<file path="src/sv/lac_pkg.sv">
// ----------------------------------------------------------------------------
// lac_pkg
// Shared sizes, codes and types of the LRU address-to-name cache.
// ----------------------------------------------------------------------------
package lac_pkg;

    localparam int CAPACITY    = 256;
    localparam int SLOT_W      = $clog2(CAPACITY);
    localparam int CNT_W       = SLOT_W + 1;
    localparam int HANDLE_BITS = 16;
    localparam int HVAL_W      = HANDLE_BITS + 1;
    localparam int ADDR_W      = 32;
    localparam int TIME_W      = 32;
    localparam int LIMIT_W     = 8;
    localparam int PERIOD_W    = 16;
    localparam int PRUNED_W    = 8;
    localparam int NPR_W       = 7;
    localparam int PADDR_W     = 4;
    localparam int PDATA_W     = 32;

    // floor(x / 5) for x below 1024 as (x * 205) >> 10
    localparam int RECIP5      = 205;
    localparam int RECIP_SHIFT = 10;
    localparam int DIV_PROD_W  = 18;

    localparam logic [1:0] REG_SIZE_LIMIT = 2'd0;
    localparam logic [1:0] REG_TTL        = 2'd1;
    localparam logic [1:0] REG_PERIOD     = 2'd2;

    localparam logic OPC_LOOKUP = 1'b0;
    localparam logic OPC_INSERT = 1'b1;

    typedef logic [SLOT_W-1:0] slot_t;
    typedef logic [CNT_W-1:0]  cnt_t;

    typedef struct packed {
        logic                   opcode;
        logic [ADDR_W-1:0]      ipv4_addr;
        logic [HANDLE_BITS-1:0] host_handle;
        logic                   name_resolved;
        logic [TIME_W-1:0]      now_seconds;
    } lac_req_t;

    typedef struct packed {
        logic                   hit;
        logic [HANDLE_BITS-1:0] found_handle;
        logic                   found_resolved;
        logic                   flushed;
        logic [PRUNED_W-1:0]    pruned_count;
        logic [CNT_W-1:0]       entry_count;
    } lac_rsp_t;

    typedef enum logic [1:0] {
        TGT_HOLD,
        TGT_MATCH,
        TGT_FREE,
        TGT_OLDEST
    } tgt_sel_t;

    typedef struct packed {
        logic     op_load;
        logic     ttl_check;
        logic     scan_start;
        logic     scan_en;
        tgt_sel_t tgt_sel;
        logic     link_rd;
        logic     unlink;
        logic     clear_valid;
        logic     push;
        logic     store_wr;
        logic     hit_latch;
        logic     prune_init;
        logic     pruned_inc;
        logic     n_dec;
        logic     out_load;
    } lac_cmd_t;

    typedef struct packed {
        logic is_insert;
        logic scan_done;
        logic match_found;
        logic store_full;
        logic prune_need;
        logic prune_more;
        logic out_free;
    } lac_status_t;

endpackage

</file>
<file path="src/sv/lac_ctrl.sv">
// ----------------------------------------------------------------------------
// lac_ctrl
// Sequencer: TTL check, store scan, list relink, eviction and pruning.
// ----------------------------------------------------------------------------
module lac_ctrl (
    input  logic                 clk,
    input  logic                 rst_n,
    input  logic                 req_valid,
    output logic                 req_ready,
    input  lac_pkg::lac_status_t st,
    output lac_pkg::lac_cmd_t    cmd
);
    import lac_pkg::*;

    typedef enum logic [11:0] {
        ST_IDLE   = 12'b0000_0000_0001,
        ST_TTL    = 12'b0000_0000_0010,
        ST_SCAN   = 12'b0000_0000_0100,
        ST_LINKRD = 12'b0000_0000_1000,
        ST_UNLINK = 12'b0000_0001_0000,
        ST_EVRD   = 12'b0000_0010_0000,
        ST_EVICT  = 12'b0000_0100_0000,
        ST_PUSH   = 12'b0000_1000_0000,
        ST_PRCHK  = 12'b0001_0000_0000,
        ST_PRTEST = 12'b0010_0000_0000,
        ST_PRRD   = 12'b0100_0000_0000,
        ST_PRWR   = 12'b1000_0000_0000
    } state_t;

    state_t state_reg;
    state_t state_next;
    logic   done_reg;
    logic   done_next;

    assign req_ready = (state_reg == ST_IDLE) && !done_reg;

    always_comb
    begin
        cmd        = '0;
        state_next = state_reg;
        done_next  = done_reg;
        if (done_reg)
        begin
            if (st.out_free)
            begin
                cmd.out_load = 1'b1;
                done_next    = 1'b0;
            end
        end
        else
        begin
            case (state_reg)
                ST_IDLE:
                begin
                    if (req_valid)
                    begin
                        cmd.op_load = 1'b1;
                        state_next  = ST_TTL;
                    end
                end
                ST_TTL:
                begin
                    cmd.ttl_check  = 1'b1;
                    cmd.scan_start = 1'b1;
                    state_next     = ST_SCAN;
                end
                ST_SCAN:
                begin
                    cmd.scan_en = 1'b1;
                    if (st.scan_done)
                    begin
                        if (st.match_found)
                        begin
                            cmd.tgt_sel = TGT_MATCH;
                            state_next  = ST_LINKRD;
                        end
                        else if (!st.is_insert)
                        begin
                            done_next  = 1'b1;
                            state_next = ST_IDLE;
                        end
                        else if (st.store_full)
                        begin
                            cmd.tgt_sel = TGT_OLDEST;
                            state_next  = ST_EVRD;
                        end
                        else
                        begin
                            cmd.tgt_sel = TGT_FREE;
                            state_next  = ST_PUSH;
                        end
                    end
                end
                ST_LINKRD:
                begin
                    cmd.link_rd = 1'b1;
                    state_next  = ST_UNLINK;
                end
                ST_UNLINK:
                begin
                    cmd.unlink    = 1'b1;
                    cmd.hit_latch = !st.is_insert;
                    state_next    = ST_PUSH;
                end
                ST_EVRD:
                begin
                    cmd.link_rd = 1'b1;
                    state_next  = ST_EVICT;
                end
                ST_EVICT:
                begin
                    cmd.unlink      = 1'b1;
                    cmd.clear_valid = 1'b1;
                    cmd.pruned_inc  = 1'b1;
                    state_next      = ST_PUSH;
                end
                ST_PUSH:
                begin
                    cmd.push     = 1'b1;
                    cmd.store_wr = st.is_insert;
                    if (st.is_insert)
                    begin
                        state_next = ST_PRCHK;
                    end
                    else
                    begin
                        done_next  = 1'b1;
                        state_next = ST_IDLE;
                    end
                end
                ST_PRCHK:
                begin
                    if (st.prune_need)
                    begin
                        cmd.prune_init = 1'b1;
                        state_next     = ST_PRTEST;
                    end
                    else
                    begin
                        done_next  = 1'b1;
                        state_next = ST_IDLE;
                    end
                end
                ST_PRTEST:
                begin
                    if (st.prune_more)
                    begin
                        cmd.tgt_sel = TGT_OLDEST;
                        state_next  = ST_PRRD;
                    end
                    else
                    begin
                        done_next  = 1'b1;
                        state_next = ST_IDLE;
                    end
                end
                ST_PRRD:
                begin
                    cmd.link_rd = 1'b1;
                    state_next  = ST_PRWR;
                end
                ST_PRWR:
                begin
                    cmd.unlink      = 1'b1;
                    cmd.clear_valid = 1'b1;
                    cmd.pruned_inc  = 1'b1;
                    cmd.n_dec       = 1'b1;
                    state_next      = ST_PRTEST;
                end
                default:
                begin
                    state_next = ST_IDLE;
                end
            endcase
        end
    end

    always_ff @(posedge clk or negedge rst_n)
    begin
        if (!rst_n)
        begin
            state_reg <= ST_IDLE;
            done_reg  <= 1'b0;
        end
        else
        begin
            state_reg <= state_next;
            done_reg  <= done_next;
        end
    end

endmodule

</file>
<file path="config.mk">
export PLATFORM = sky130hd
export DESIGN_NAME = lac_ctrl
export DESIGN_NICKNAME = d
export VERILOG_FILES = /design/src/sv/lac_pkg.sv /design/src/sv/lac_ctrl.sv
export SDC_FILE = /design/constraint.sdc
export NUM_CORES = 1
export LEC_CHECK = 0
export BUFFER_PORTS_ARGS = -buffer_cell sky130_fd_sc_hd__buf_2
export CORE_UTILIZATION = 47
export DETAILED_ROUTE_END_ITERATION = 10
export PLACE_DENSITY_LB_ADDON = 0.25
export SLEW_MARGIN = 40
export SYNTH_ARGS = -nofsm -noshare
export SYNTH_HDL_FRONTEND = slang
export SYNTH_SLANG_ARGS = --single-unit
</file>
<file path="constraint.sdc">
create_clock -name clk -period 2.02 [get_ports clk]
set_clock_uncertainty 0.2 [all_clocks]
set_input_delay 0.404 -clock clk [delete_from_list [all_inputs] [get_ports clk]]
set_output_delay 0.404 -clock clk [all_outputs]
set_load 0.005 [all_outputs]
</file>
== Word-level counts from Yosys, hierarchy flattened ==
Cells that the tools add are included.
Operators by class
  add/sub/neg operators: 0
  multiply operators: 0
  div/mod/pow operators: 0
  $lt $le $gt $ge: 0
  equality and inequality tests: 14
  shifts and indexed selects: 0
  muxes and demuxes: 38
  bitwise gates (word level): 1
  reductions and logical operators: 8
Operator list (count)
  $pmux W12 S11: 1
  $mux W12: 4
  $mux W1: 20
  $mux W15: 1
  $eq A12 B1 Y1 const B: 1
  $eq A12 B10 Y1 const B: 1
  $eq A12 B11 Y1 const B: 1
  $eq A12 B12 Y1 const B: 1
  $eq A12 B2 Y1 const B: 1
  $eq A12 B3 Y1 const B: 1
  $eq A12 B4 Y1 const B: 1
  $eq A12 B5 Y1 const B: 1
  $eq A12 B6 Y1 const B: 1
  $eq A12 B7 Y1 const B: 1
  $eq A12 B8 Y1 const B: 1
  $eq A12 B9 Y1 const B: 1
  $mux W2: 6
  $mux W11: 1
  $mux W10: 1
  $mux W9: 1
  $mux W8: 1
  $reduce_or A3 Y1: 2
  $ne A2 B2 Y1 const B: 2
  $pmux W1 S4: 1
  6 further kinds: 8
Word-level totals
  register bits after elaboration: 13
  bits in latches: 0
  bits in writable memories: 0
  memory bits (read-only): 0
  output and inout bits: 17
  logic and storage cells: 63
  memories: 0

== Longest topological paths before layout ==
  depth after elaboration: 6
  gate-level depth with buffers: 7

== Worst setup path before layout ==
No wires, ideal clock.
  path type: register to output
  from: reg state_reg[1]
  to: out cmd[7] (netlist name)
  arrival: 1.614 ns
  data required time: 1.416 ns
  setup slack: -0.198 ns
  cell stages (with the launch flop): 8
  path through: dfrtp_1 > buf_2 > nor4_4 > nand3_1 > nor2_1 > nand3b_1 > a21oi_1 > buf_4
RTL lines
  start, declared: line lac_ctrl.sv:30  | state_t state_reg;
  start signal, assigned: line lac_ctrl.sv:187  | state_reg <= state_next;
  end, declared: line lac_ctrl.sv:11  | output lac_pkg::lac_cmd_t cmd

==> results.md <==
- ANT cells: 0
- TritonRoute pass-1 iters: 6
- Slowest-stage cell, CP: dfrtp_1
- Port bufs: 26
- Switch Pwr: about 1 mW
- Footprint of the multi-input gates: 888 sq um
- Post-synth ARST share: between 90% and 100%
- Top cell type's share of synthesized area: between 20% and 30%
- Via density: about 6.8
- Busiest grt layer: met2
- Register area: 330 sq um
- Power Total: 2.26 mW
- Crit path DAT: roughly 2.0 ns
- P_int: about 1.2 mW
- Final nets: 211
- Minimum clock period: 2.57 ns
- Register area share after synthesis: a little under a third
- GR Layer Usage met3: under 10%
- CTS buffer count: 3
- Die height: roughly 50 um
- Outcome: finished with violations
- Peak VDD IR: between 1 and 1.5 mV
- Main area contributors after synthesis: dfrtp_1 28%, nand2_1 5.6%, a21o_1 4.9%
- Row cnt: 16
- GRT Total Usage: 33.6%
- Hold crit path type: in -> reg
- DIE WIDTH: between 40 and 50 um
- Per-cell routed wire length: roughly 24 um
- CTS Root Cell: clkbuf_4
- DRC Markers: 0
- CTS tree: yes
- Mean Syn Cell Area: ~8.6 sq um
- Flops & latches, synth: 13
- Total gr overflow: 0
- Element type at the critical path end: output port
- Pre-CTS setup slack: -0.141 ns
- Net Count, Synth: ~140
- Startpoint types: register
- Antenna violations before repair: 0
- CTS H-tree depth: 1
- Max-slew violation count: 0
- Synth area leader: dfrtp_1
- Clock buffer depth: 2
- Met1 Usage GRT: approximately 37%
- Fill count: between 60 and 70
- Layout cell share with drive strength beyond 1: 60.0%
- Endpoints failing setup: 27
- Fmax: ~0.4 GHz
- Core footprint: slightly above 2000 sq um
- Max reg flops: 12
- Number of enable flip-flop cells after synthesis: 0
- DP HPWL: between 2000 and 2500 um
- Antenna viol nets, final: 0
- Initial core utilization: around 52%
- Violated checks: setup timing
- Final worst slack: -0.553 ns
- Clock power frac: 7.9%
- WL final: 5370 um
- Cell Pwr Density: about 1200 nW/um^2
- Unrepaired setup endpoints after global routing: true
- Unique cell type count in the Yosys netlist: 44
- CP max stage delay: ~0.45 ns
- Num ports: 27
- Skew-Pair Late Insertion Delay: 0.29 ns
- Worst relative slew slack: between 70% and 80%
- DIE AREA: between 2000 and 2500 sq um
- Comb pwr share: around three quarters
- CP Cell Sequence: nor4_4 -> buf_4 -> nand4_1 -> o41ai_4 -> and2_1 -> buf_2
- DRT iter0 DRCs: 129
- Required @ worst endpoint: 1.42 ns
- Slew at the pin closest to its max-slew limit: 0.367 ns
- Sw frac: about 45%
- Vias in the first global route: between 1000 and 1500
- Global-route met2 utilization: about three fifths
- Pleak: between 0.9 and 1 nW
- Max Cap Viol: 0
- Final design utilization: 93.0%
- Reg clk slew, reported paths: roughly 0.1 ns
- Total vias in the final route: 1536
- Most common flop cell mapped by yosys: dfrtp_1
- First-pass GRT wire length: a little over 6000 um
- CTS sink cnt: 13
- Crit Path Class: reg -> out
- Global placement routability congestion: slightly above 0.9
- Fin crit share: 127%
- Synthesized area: about 1100 sq um
- YS warnings: 0
- Synthesized instance count: approximately 130
- Worst-path fanout max: 4
- Largest net degree at the start of global routing: 15
- Hold Fails Final Rpt: 0
- Layout area overhead: 77.5%
- Seq pwr share: 16.3%
worst max-delay path, delay by kind of cell, from the launching register on:
family | cells | cell delay [ns]
compound gates | 1 | 0.12
buf+inv | 2 | 0.34
flops | 1 | 0.45
simple gates | 3 | 0.76
cell families (layout without fill, tap and decap cells):
logic type,Yosys count,count (layout),share of synthesized area [%]
AND/OR/NAND/NOR,66,66,40.8
AO/OA/AOI/OAI,31,31,19.7
flip-flops,13,13,30.2
buffers and inverters,12,86,6.02
XOR/XNOR,4,4,3.25
final timing paths:
check | from | endpoint | slack [ns] | cells past startpoint
worst min register to register | state_reg[7] | state_reg[7] | 0.43 | 2
worst max register to register | state_reg[5] | state_reg[6] | -0.23 | 9
max in group asynchronous | rst_n | state_reg[0] | 0.99 | 2
worst min-delay path | st[0] | done_reg | 0.25 | 3
worst max-delay path | state_reg[1] | cmd[9] | -0.55 | 6
min in group asynchronous | rst_n | state_reg[8] | 0.33 | 2
through the flow:
step           setup TNS (ns)  hold WS (ns)  instances  instance area [sq um]
2_1_floorplan          -0.311       -0.0916        126                   1130
3_3_place_gp           -0.474         0.107        201                   1480
5_1_grt                -10.26         0.257        227                   1920
4_1_cts                 -5.05         0.198        214                   1650
6_report                -8.31         0.248        227                   1920
3_5_place_dp           -0.793         0.109        201                   1480
synth_stat cells, drive strengths merged (2+ instances only):
| library cell | number |
|---|---|
| a21o | 7 |
| a21oi | 6 |
| and2 | 5 |
| buf | 7 |
| clkbuf | 4 |
| dfrtp | 12 |
| nand2 | 16 |
| nand3 | 5 |
| nand4 | 3 |
| nand4b | 3 |
| nor2 | 10 |
| nor3 | 6 |
| nor3b | 4 |
| nor4 | 2 |
| nor4b | 4 |
| o21ai | 9 |
| o31ai | 2 |
| o41ai | 2 |
| xor2 | 3 |
area by class of cell:
class / count / share of cell area (%)
clock buffer: 3 / 1.17
clock inverter: 1 / 0.261
inverter: 1 / 0.196
multi-input combinational: 101 / 46.3
sequential: 13 / 17.2
tap: 27 / 1.76
timing repair buffer: 81 / 33.0
layout by cell type (no fill, tap or decap), types with 3 or more instances in the layout:
master | synthesis | final
a21oi_2 | 0 | 3
o21ai_1 | 6 | 3
xor2_1 | 3 | 3
dfrtp_1 | 12 | 9
nand4_1 | 3 | 3
dfrtp_2 | 0 | 3
a21o_1 | 7 | 7
o21ai_2 | 0 | 3
nor3b_1 | 4 | 4
nor3_4 | 2 | 4
a21oi_1 | 6 | 3
nand3_1 | 4 | 3
clkbuf_4 | 0 | 3
nor2_1 | 10 | 8
buf_4 | 2 | 41
buf_6 | 1 | 12
nand2_1 | 16 | 11
buf_2 | 4 | 24
nand4b_1 | 3 | 3
o21ai_0 | 3 | 3
and2_1 | 5 | 4
nand2_4 | 0 | 3
metal layers:
| metal | vias up | wire [um] | share of wire (%) |
|---|---|---|---|
| met5 | - | 0 | 0 |
| met2 | 173 | 2410 | 45 |
| met1 | 695 | 1850 | 35 |
| met4 | 0 | 488 | 9.1 |
| met3 | 53 | 616 | 11 |
| li1 | 615 | - | - |
repair_timing:
item                                   CTS  global route
setup buffers                            8            14
pin swaps                                9            23
endpoints found under the hold margin   12             0
gates resized for setup                 11            34
hold buffers                             1             0
setup endpoints to repair               17            24
gates cloned                             0             1
power by group through the flow:
stage	clock (mW)	combinational, mW	sequential, mW
detailed placement	0	0.961	0.359
finish	0.179	1.71	0.368
global route	0.189	1.75	0.368
CTS	0.179	1.13	0.355
floorplan	0	0.567	0.348
global placement	0	0.932	0.357
(Power assumes the default switching activity.)
